[src/sv/pia_pkg.sv]
`timescale 1ns / 1ps
`default_nettype none
// -----------------------------------------------------------------------------
// pia_pkg
// Types, constants and helpers shared by the priority interrupt acceptor.
// -----------------------------------------------------------------------------
package pia_pkg;

	localparam int NumVectors = 16;
	localparam int IrqW       = $clog2(NumVectors);
	localparam int WordW      = 16;
	localparam int AddrW      = 4;
	localparam int DataW      = 32;

	// status word bits
	localparam int GieBit   = 3;
	localparam int Scg0Bit  = 6;
	localparam int LpmLo    = 4;
	localparam int LpmHi    = 7;

	// vectors 14 and 15 cannot be masked
	localparam logic [NumVectors-1:0] NmiMask = NumVectors'(16'hC000);
	localparam logic [IrqW-1:0]       NmiFirst = IrqW'(14);

	localparam logic [WordW-1:0] VectorBaseRst = 16'hFFE0;
	localparam logic [WordW-1:0] SingleSrcRst  = 16'h034C;
	localparam logic [IrqW-1:0]  WatchdogRst   = IrqW'(10);

	typedef enum logic [1:0] {
		REG_VECTOR_BASE = 2'd0,
		REG_SINGLE_SRC  = 2'd1,
		REG_WATCHDOG    = 2'd2,
		REG_UNUSED      = 2'd3
	} reg_idx_t;

	typedef enum logic {
		CMD_RAISE   = 1'b0,
		CMD_SERVICE = 1'b1
	} cmd_t;

	typedef struct packed {
		logic              taken;
		logic [IrqW-1:0]   served_irq;
		logic [WordW-1:0]  vector_address;
		logic [WordW-1:0]  new_stack_pointer;
		logic [WordW-1:0]  saved_pc;
		logic [WordW-1:0]  saved_status;
		logic [WordW-1:0]  new_status;
		logic              left_low_power;
		logic              clear_source_flag;
		logic              masked_warning;
		logic [WordW-1:0]  pending_after;
	} result_t;

	// highest set bit of the pending vector
	function automatic logic [IrqW-1:0] highest_set(input logic [NumVectors-1:0] vec);
		logic [IrqW-1:0] idx;
		idx = '0;
		for (int i = 0; i < NumVectors; i++) begin
			if (vec[i]) begin
				idx = IrqW'(i);
			end
		end
		return idx;
	endfunction

endpackage : pia_pkg
`default_nettype wire

[src/sv/priority_interrupt_acceptor_core.sv]
`timescale 1ns / 1ps
`default_nettype none
// Throughput: one beat per cycle while the output is not stalled and the skid
//   entry is empty; a skid stage behind the result register keeps the input
//   open for one more beat while the output is stalled.
// Reset (arst_n low, async): pending register cleared, config registers back
//   to base 0xFFE0, single-source 0x034C, watchdog vector 10; no beats in flight.
// -----------------------------------------------------------------------------
// priority_interrupt_acceptor_core
// Fixed-priority 16-vector interrupt acceptor. Raise beats latch a pending
// bit; service beats take the highest pending vector and report the entry
// sequence values (vector address, stack frame, new status, flag clear).
// -----------------------------------------------------------------------------
module priority_interrupt_acceptor_core
	import pia_pkg::*;
(
	input  wire logic              clk,
	input  wire logic              arst_n,

	// APB-style config port
	input  wire logic              psel,
	input  wire logic              penable,
	input  wire logic              pwrite,
	input  wire logic [AddrW-1:0]  paddr,
	input  wire logic [DataW-1:0]  pwdata,
	output logic      [DataW-1:0]  prdata,
	output logic                   pready,

	// input channel
	input  wire logic              in_valid,
	output logic                   in_stall,
	input  wire logic              command,
	input  wire logic [IrqW-1:0]   irq_number,
	input  wire logic [WordW-1:0]  status_word,
	input  wire logic [WordW-1:0]  stack_pointer,
	input  wire logic [WordW-1:0]  resume_pc,
	input  wire logic              watchdog_interval_mode,

	// result channel
	output logic                   out_valid,
	input  wire logic              out_stall,
	output logic                   taken,
	output logic      [IrqW-1:0]   served_irq,
	output logic      [WordW-1:0]  vector_address,
	output logic      [WordW-1:0]  new_stack_pointer,
	output logic      [WordW-1:0]  saved_pc,
	output logic      [WordW-1:0]  saved_status,
	output logic      [WordW-1:0]  new_status,
	output logic                   left_low_power,
	output logic                   clear_source_flag,
	output logic                   masked_warning,
	output logic      [WordW-1:0]  pending_after
);

	// ---------------------------------------------------------------------
	// Config registers. Register i sits at byte address 4*i; the low two
	// address bits are ignored.
	// ---------------------------------------------------------------------
	logic [WordW-1:0]      vector_base_q;
	logic [NumVectors-1:0] single_src_q;
	logic [IrqW-1:0]       watchdog_q;
	reg_idx_t              reg_sel;
	logic                  cfg_wr;

	assign pready  = 1'b1;
	assign reg_sel = reg_idx_t'(paddr[AddrW-1:2]);
	assign cfg_wr  = psel && penable && pwrite && pready;

	always_ff @(posedge clk or negedge arst_n) begin
		if (!arst_n) begin
			vector_base_q <= VectorBaseRst;
			single_src_q  <= SingleSrcRst;
			watchdog_q    <= WatchdogRst;
		end else if (cfg_wr) begin
			case (reg_sel)
				REG_VECTOR_BASE: vector_base_q <= pwdata[WordW-1:0];
				REG_SINGLE_SRC:  single_src_q  <= pwdata[NumVectors-1:0];
				REG_WATCHDOG:    watchdog_q    <= pwdata[IrqW-1:0];
				default: ;
			endcase
		end
	end

	always_comb begin
		case (reg_sel)
			REG_VECTOR_BASE: prdata = DataW'(vector_base_q);
			REG_SINGLE_SRC:  prdata = DataW'(single_src_q);
			REG_WATCHDOG:    prdata = DataW'(watchdog_q);
			default:         prdata = '0;
		endcase
	end

	// ---------------------------------------------------------------------
	// Handshake: output register plus one skid entry. Input is stalled only
	// while the skid entry is occupied.
	// ---------------------------------------------------------------------
	logic    out_valid_q;
	logic    skid_valid_q;
	result_t out_q;
	result_t skid_q;
	logic    in_acc;
	logic    out_free;

	assign in_stall = skid_valid_q;
	assign in_acc   = in_valid && !skid_valid_q;
	assign out_free = !out_valid_q || !out_stall;

	// ---------------------------------------------------------------------
	// Accept logic: all of it is combinational off the pending register and
	// the incoming beat.
	// ---------------------------------------------------------------------
	logic [NumVectors-1:0] pending_q;
	logic [NumVectors-1:0] pending_nxt;
	logic [IrqW-1:0]       top_irq;
	logic                  gie;
	logic                  do_take;
	logic                  clr_flag;
	result_t               res;

	assign gie     = status_word[GieBit];
	assign top_irq = highest_set(pending_q);
	assign do_take = (command == CMD_SERVICE) && (pending_q != '0)
		&& (gie || ((pending_q & NmiMask) != '0));
	assign clr_flag = (top_irq == watchdog_q) ? watchdog_interval_mode
		: single_src_q[top_irq];

	always_comb begin
		res         = '0;
		pending_nxt = pending_q;
		if (command == CMD_RAISE) begin
			res.masked_warning = !gie && (irq_number < NmiFirst);
			pending_nxt[irq_number] = 1'b1;
		end else if (do_take) begin
			res.taken             = 1'b1;
			res.served_irq        = top_irq;
			// base + 2*n, wraps at 16 bits
			res.vector_address    = vector_base_q
				+ {{(WordW-IrqW-1){1'b0}}, top_irq, 1'b0};
			res.new_stack_pointer = stack_pointer - WordW'(4);
			res.saved_pc          = resume_pc;
			res.saved_status      = status_word;
			res.new_status        = status_word & (WordW'(1) << Scg0Bit);
			res.left_low_power    = |status_word[LpmHi:LpmLo];
			res.clear_source_flag = clr_flag;
			pending_nxt[top_irq]  = 1'b0;
		end
		res.pending_after = WordW'(pending_nxt);
	end

	always_ff @(posedge clk or negedge arst_n) begin
		if (!arst_n) begin
			pending_q <= '0;
		end else if (in_acc) begin
			pending_q <= pending_nxt;
		end
	end

	// result register and skid entry
	always_ff @(posedge clk or negedge arst_n) begin
		if (!arst_n) begin
			out_valid_q  <= 1'b0;
			skid_valid_q <= 1'b0;
		end else if (out_free) begin
			if (skid_valid_q) begin
				out_valid_q  <= 1'b1;
				skid_valid_q <= 1'b0;
			end else begin
				out_valid_q  <= in_acc;
			end
		end else if (in_acc) begin
			skid_valid_q <= 1'b1;
		end
	end

	always_ff @(posedge clk) begin
		if (out_free) begin
			if (skid_valid_q) begin
				out_q <= skid_q;
			end else if (in_acc) begin
				out_q <= res;
			end
		end else if (in_acc) begin
			skid_q <= res;
		end
	end

	assign out_valid         = out_valid_q;
	assign taken             = out_q.taken;
	assign served_irq        = out_q.served_irq;
	assign vector_address    = out_q.vector_address;
	assign new_stack_pointer = out_q.new_stack_pointer;
	assign saved_pc          = out_q.saved_pc;
	assign saved_status      = out_q.saved_status;
	assign new_status        = out_q.new_status;
	assign left_low_power    = out_q.left_low_power;
	assign clear_source_flag = out_q.clear_source_flag;
	assign masked_warning    = out_q.masked_warning;
	assign pending_after     = out_q.pending_after;

`ifndef SYNTHESIS
	// skid entry is only ever filled behind a held result
	a_skid_behind_out: assert property (@(posedge clk) disable iff (!arst_n)
		skid_valid_q |-> out_valid_q)
		else $error("skid entry valid without a result in the output register");

	// a served vector never remains pending
	a_served_cleared: assert property (@(posedge clk) disable iff (!arst_n)
		(out_valid_q && out_q.taken) |-> !out_q.pending_after[out_q.served_irq])
		else $error("served vector still pending");

	// warnings come only from raise beats, never together with an acceptance
	a_warn_not_taken: assert property (@(posedge clk) disable iff (!arst_n)
		out_valid_q |-> !(out_q.masked_warning && out_q.taken))
		else $error("masked warning on an accepted interrupt");

	// pending register moves only on an accepted beat
	a_pending_hold: assert property (@(posedge clk) disable iff (!arst_n)
		!in_acc |=> $stable(pending_q))
		else $error("pending register changed without an input beat");
`endif

endmodule : priority_interrupt_acceptor_core
`default_nettype wire
[config.mk]
export PLATFORM = sky130hd
export DESIGN_NAME = priority_interrupt_acceptor_core
export DESIGN_NICKNAME = d
export VERILOG_FILES = /design/src/sv/pia_pkg.sv /design/src/sv/priority_interrupt_acceptor_core.sv
export SDC_FILE = /design/constraint.sdc
export NUM_CORES = 1
export LEC_CHECK = 0
export BUFFER_PORTS_ARGS = -buffer_cell sky130_fd_sc_hd__buf_2
export CORE_MARGIN = 2
export CORE_UTILIZATION = 55
export DETAILED_ROUTE_END_ITERATION = 8
export PLACE_DENSITY = 0.86
export SLEW_MARGIN = 25
export SYNTH_ARGS = -nofsm -noshare
export SYNTH_HDL_FRONTEND = slang
export SYNTH_SLANG_ARGS = --single-unit
[constraint.sdc]
create_clock -name clk -period 16.6 [get_ports clk]
set_input_delay 4.98 -clock clk [delete_from_list [all_inputs] [get_ports clk]]
set_output_delay 4.98 -clock clk [all_outputs]
set_load 0.03 [all_outputs]
==> results of run 1 <==
## final cells by class
type	instances	area share
clock buffer	36	0.0551
timing repair buffer	192	0.0782
clock inverter	10	0.00685
tap	265	0.0263
multi-input combinational	551	0.296
sequential	230	0.529
inverter	31	0.00923
## through the flow
step	hold slack, ps	setup WS, ps
2_1_floorplan	479	5350
3_5_place_dp	510	5520
6_report	523	5490
3_3_place_gp	502	5520
5_1_grt	539	5420
4_1_cts	525	5500
## synthesized netlist by cell type (all sizes together), types with 3 or more instances
| library cell | instances | area (sq um) |
|---|---|---|
| nor2b | 7 | 43.8 |
| nand3 | 6 | 30.0 |
| o22ai | 4 | 25.0 |
| nor3 | 16 | 106 |
| nand2 | 83 | 312 |
| xnor2 | 15 | 131 |
| dfstp | 18 | 473 |
| nor3b | 5 | 37.5 |
| dfrtp | 36 | 901 |
| edfxtp | 176 | 5290 |
| o21ai | 42 | 210 |
| and2 | 38 | 238 |
| a21oi | 17 | 88.8 |
| inv | 30 | 113 |
| clkbuf | 25 | 93.8 |
| buf | 50 | 352 |
| ha | 5 | 62.6 |
| nor2 | 72 | 278 |
| nor4 | 11 | 68.8 |
| nand2b | 5 | 31.3 |
| a21o | 15 | 113 |
| mux2 | 74 | 833 |
| or3 | 3 | 28.8 |
| xor2 | 12 | 105 |
| mux2i | 19 | 190 |
| or4 | 8 | 76.3 |
| o31ai | 33 | 258 |
## final timing paths
kind,to,slack [ps],cells past startpoint
worst max-delay path,prdata[1],5490,5
worst min-delay path,new_stack_pointer[8],520,2
worst max register to register,vector_address[15],12780,15
worst min register to register,new_stack_pointer[8],520,2
max in group asynchronous,in_stall,11480,2
min in group asynchronous,single_src_q[15],4600,2
## worst min-delay path: stages (launching register included)
cell and delay [ps]:
edfxtp_1 310, nand2_1 50, o31ai_1 50
## power breakdown
part	internal, mW	switching [mW]
Combinational	0.203	0.373
Sequential	0.730	0.0625
Clock	0.307	0.214
Total	1.24	0.649
## flip-flops by register name, summed over array words and instances, names as in the netlist
name / count
skid_q: 88
new_stack_pointer: 16
pending_after: 16
pending_q: 16
saved_pc: 16
saved_status: 16
single_src_q: 16
vector_address: 16
vector_base_q: 16
served_irq: 4
watchdog_q: 4
clear_source_flag: 1
in_stall: 1
left_low_power: 1
masked_warning: 1
out_valid: 1
taken: 1
## metal layers
| layer | up-vias | wire, um | GRT usage |
|---|---|---|---|
| li1 | 3389 | - | - |
| met1 | 3357 | 9860 | 0.287 |
| met2 | 240 | 10700 | 0.343 |
| met3 | 36 | 1440 | 0.0411 |
| met4 | 0 | 449 | 0.0583 |
| met5 | - | 0 | 0 |
## kinds of logic after synthesis
| kind of cell | count (synthesis) |
|---|---|
| AND/OR/NAND/NOR | 260 |
| other | 2 |
| XOR/XNOR | 27 |
| adder cells (fa/ha/maj) | 6 |
| AO/OA/AOI/OAI | 133 |
| multiplexers | 93 |
| buffers and inverters | 106 |
| flip-flops | 230 |
==> impl_results.md, run 1 <==
* Synth Area in Adders at 0.00764
* DP HPWL at 15200 um
* Multi-input gate area at 0.00373 sq mm
* Max-slew headroom at 0.335
* Fill cells at 1505
* Post-CTS setup buffers at 0
* Crit path launch type: input port
* Die W at 144 um
* I/O Pins at 236
* Placed cell count at 1269
* Total CTS buffers at 25
* GRT Overall Usage at 0.209
* Die Area at 0.0208 sq mm
* Dpl cell area at 0.0118 sq mm
* CORE AREA at 0.0194 sq mm
* Reg2reg start: pending_q[2]
* Post_cts resized at 0
* Hold path startpoint: skid_q[75]
* Top delay family on crit path: buffers and inverters
* Worst path cell trace: buf_2 -> nor2b_1 -> nand2_1 -> o21ai_0 -> buf_2
* Worst vdd ir at 0.0921 mV
* Leakage power at 5.14 nW
* Worst path most repeated cell: buf_2
* Vias in the first global route at 6646
* First-pass GRT wire length at 34200 um
* Min cycle time layout at 11110 ps
* Yosys reg bits at 230
* Diode count at 0
* Setup TNS Final at 0 ps
* Commonest non-fill, non-tap cell in the layout: buf_2
* Mux cell area share after synthesis at 0.0947
* Worst clock skew at 9.85 ps
* Main combinational cell family by area after synthesis: simple AND/OR/NAND/NOR gates
* Gp weighted congestion at 0.900
* Synth warnings at 0
* Number of flops mapped to enable cells by yosys at 176
* Maximum buffer depth of the clock tree at 3
* Clock sinks at 230
* Fmax at 90.0 MHz
* Status: finished clean
* Crit path capture type: output port
* Worst Path Arrival at 6130 ps
* Clock Root Buffer: clkbuf_16
* Buf/Inv on CP at 2
* Detail Route Antenna Nets at 0
* Wire per inst at 17.1 um
* Synth Cell Area at 0.0108 sq mm
* Grt ovf at 0
* Slowest stage delay, CP at 400 ps
* Fraction of layout cells with a size suffix above 1 at 0.336
* Predominant post-synthesis flop cell: edfxtp_1
* Worst Setup SP: paddr[2]
* Endpoints failing setup at 0
* Initial Util at 0.557
* Drt total wl at 22400 um
* Slowest cell on crit path: buf_2
* Post-Synth XOR/XNOR Area at 0.0219
* RSZ-0062 raised after global routing: no
* 1st-pass router iterations at 5
* Post-synthesis async set-or-reset flop share at 0.235
* Measured slew at the worst slew-check pin at 988 ps
* Max cap viols at 0
* Fin. Hold Viols at 0
* Post-synth cell types at 67
* Largest net degree at the start of global routing at 87
* Fin. max-slew vios at 0
* Final instance area at 0.0126 sq mm
* Post-Route Utilization at 0.650
* Total power draw at 1.89 mW
* TritonCTS clock tree: yes
* Clock-pin slew on the worst setup and hold paths at 50 ps
* Crit path required time at 11620 ps
* Die height at 144 um
* Hold WC Path Type: flop to flop
* # rows at 51
* Hold buffer count at cts at 0
* CP Max Fanout at 20
* Drt drc at 0
* Mean Syn Cell Area at 12.6 sq um
* Iter 0 DRT Violations at 524
* Final Net Count at 1134
* Clock latency on the worst-skew pair at 510 ps
* Routed via count at 7022
* Cell count after synthesis at 857
* Compound-Gate Fraction of Synth Area at 0.0873
* Area Growth Syn to Fin at 16.7%
* Setup CP Type: input port to output port
* Initial antenna violation count at 0
* PwrDens at 150 mW/mm^2
* Final worst path period share at 0.669
* Register area at 0.00666 sq mm
* Via density at 5.34
* CTS H-tree depth at 1
* Commonest cells after routing, fill and taps aside: buf_2 (185), edfxtp_1 (176), nand2_1 (83), mux2_2 (74), nor2_1 (70)
* Cell Count, Final, Fillers Out at 1315
* IO buf count at 185
* Simple-Gate Fraction of Synth Area at 0.119
* Seq/Total Area, Yosys at 0.616
Power figures use the tool's default switching activity.
==> run 2, diff against run 1 <==
- CORE_UTILIZATION: 55 -> 49
- PLACE_DENSITY: 0.86 -> 0.81
- clock period: 16.6 -> 9.3 ns (I/O delays scaled with it)
==> run 2 against run 1 <==
Against the previous run: worst setup slack got worse by 3000 ps; clock skew up 11 ps; power is 81% higher; die area increased by 12%; first-iteration DRC count grew 9.5%; sequential cell count is the same; final area grew 0.37%; wire length rose by 1.6%; non-clock buffer count rose by 2; critical path type unchanged.
==> impl_results.md, run 2 (synthesized netlist as in run 1, its figures left out) <==
* Diode count at 0
* Hold WC Path Type: flop to flop
* PwrDens at 270 mW/mm^2
* Largest net degree at the start of global routing at 93
* Area Growth Syn to Fin at 17.1%
* Initial Util at 0.497
* Die W at 152 um
* Grt ovf at 0
* Slowest stage delay, CP at 420 ps
* Setup CP Type: input port to output port
* Fraction of layout cells with a size suffix above 1 at 0.341
* Crit path launch type: input port
* Iter 0 DRT Violations at 574
* Hold path depth at 2
* Max cap viols at 0
* CP Max Fanout at 20
* Worst path most repeated cell: buf_2
* Final worst slack at 2540 ps
* Maximum buffer depth of the clock tree at 3
* Gp weighted congestion at 0.924
* Measured slew at the worst slew-check pin at 952 ps
* Wire per inst at 17.2 um
* TritonCTS clock tree: yes
* Clock Root Buffer: clkbuf_16
* IO buf count at 185
* 1st-pass router iterations at 5
* I/O Pins at 236
* Min cycle time layout at 6760 ps
* CORE AREA at 0.0218 sq mm
* Commonest cells after routing, fill and taps aside: buf_2 (185), edfxtp_1 (176), nand2_1 (83), mux2_2 (74), nor2_1 (70)
* Worst Setup SP: paddr[2]
* Vias in the first global route at 6760
* Leakage power at 5.16 nW
* Hold path startpoint: skid_q[98]
* Clock-pin slew on the worst setup and hold paths at 60 ps
* Endpoints failing setup at 0
* Via density at 5.31
* Clock latency on the worst-skew pair at 510 ps
* Slowest cell on crit path: buf_2
* Final Net Count at 1135
* Drt total wl at 22800 um
* DP HPWL at 15600 um
* Worst path cell trace: buf_2 -> nor2b_1 -> nand2_1 -> o21ai_0 -> buf_2
* GRT Overall Usage at 0.190
* First-pass GRT wire length at 36000 um
* Clock sinks at 230
* Fin. Hold Viols at 0
* Max-slew headroom at 0.365
* Fin. max-slew vios at 0
* Commonest non-fill, non-tap cell in the layout: buf_2
* Reg with most FFs: skid_q
* Fmax at 148 MHz
* Worst Path Arrival at 3970 ps
* Drt drc at 0
* Total CTS buffers at 24
* Detail Route Antenna Nets at 0
* Worst r2r path cells at 15
* Max reg flops at 88
* Post_cts resized at 0
* Post-CTS setup buffers at 0
* Die height at 152 um
* Crit path required time at 6510 ps
* RSZ-0062 raised after global routing: no
* Final worst path period share at 0.727
* Crit path capture type: output port
* # rows at 54
* Hold buffer count at cts at 0
* Worst vdd ir at 0.139 mV
* Pre-CTS setup slack at 2550 ps
* Worst clock skew at 21.1 ps
* Initial antenna violation count at 0
* Reg2reg start: pending_q[5]
* CTS H-tree depth at 1
* Die Area at 0.0233 sq mm
* Routed via count at 7063
* Status: finished clean
* Setup TNS Final at 0 ps
run 2: power breakdown:
group          switching [mW]  internal, mW
combinational           0.673         0.367
sequential              0.112          1.30
clock                   0.386         0.574
run 2: area by class of cell:
type,instances,area [sq um]
timing repair buffer,194,993
tap,280,350
sequential,230,6660
multi-input combinational,551,3730
clock inverter,10,111
inverter,31,116
fill,1759,9100
clock buffer,34,689
run 2: final timing paths:
check                                endpoint  slack, ps
setup / recovery                    prdata[2]       2540
hold / removal             vector_address[15]        520
setup reg to reg           vector_address[15]       5460
hold reg to reg            vector_address[15]        520
max in group asynchronous            in_stall       6360
min in group asynchronous    single_src_q[10]       2420
run 2: critical path: cells and delay by family:
family,cells,cell delay (ps)
buffers and inverters,2,650
AO/OA/AOI/OAI,1,90
AND/OR/NAND/NOR,2,440
run 2: through the flow:
stage / hold slack, ps / instance area [sq um] / util / power [mW] / instances
5_1_grt: 538 / 12700 / 0.582 / 3.59 / 1330
3_5_place_dp: 508 / 11800 / 0.545 / 2.47 / 1286
3_3_place_gp: 502 / 11800 / 0.545 / 2.45 / 1286
6_report: 519 / 12700 / 0.582 / 3.42 / 1330
4_1_cts: 507 / 12600 / 0.581 / 3.44 / 1330
2_1_floorplan: 479 / 10900 / - / 2.20 / 887
run 2: per-layer routing:
metal,GRT usage,share of wire,vias to the layer above
li1,-,-,3388
met1,0.269,0.46,3409
met2,0.307,0.47,230
met3,0.0319,0.056,36
met4,0.0534,0.018,0
met5,0,0,-
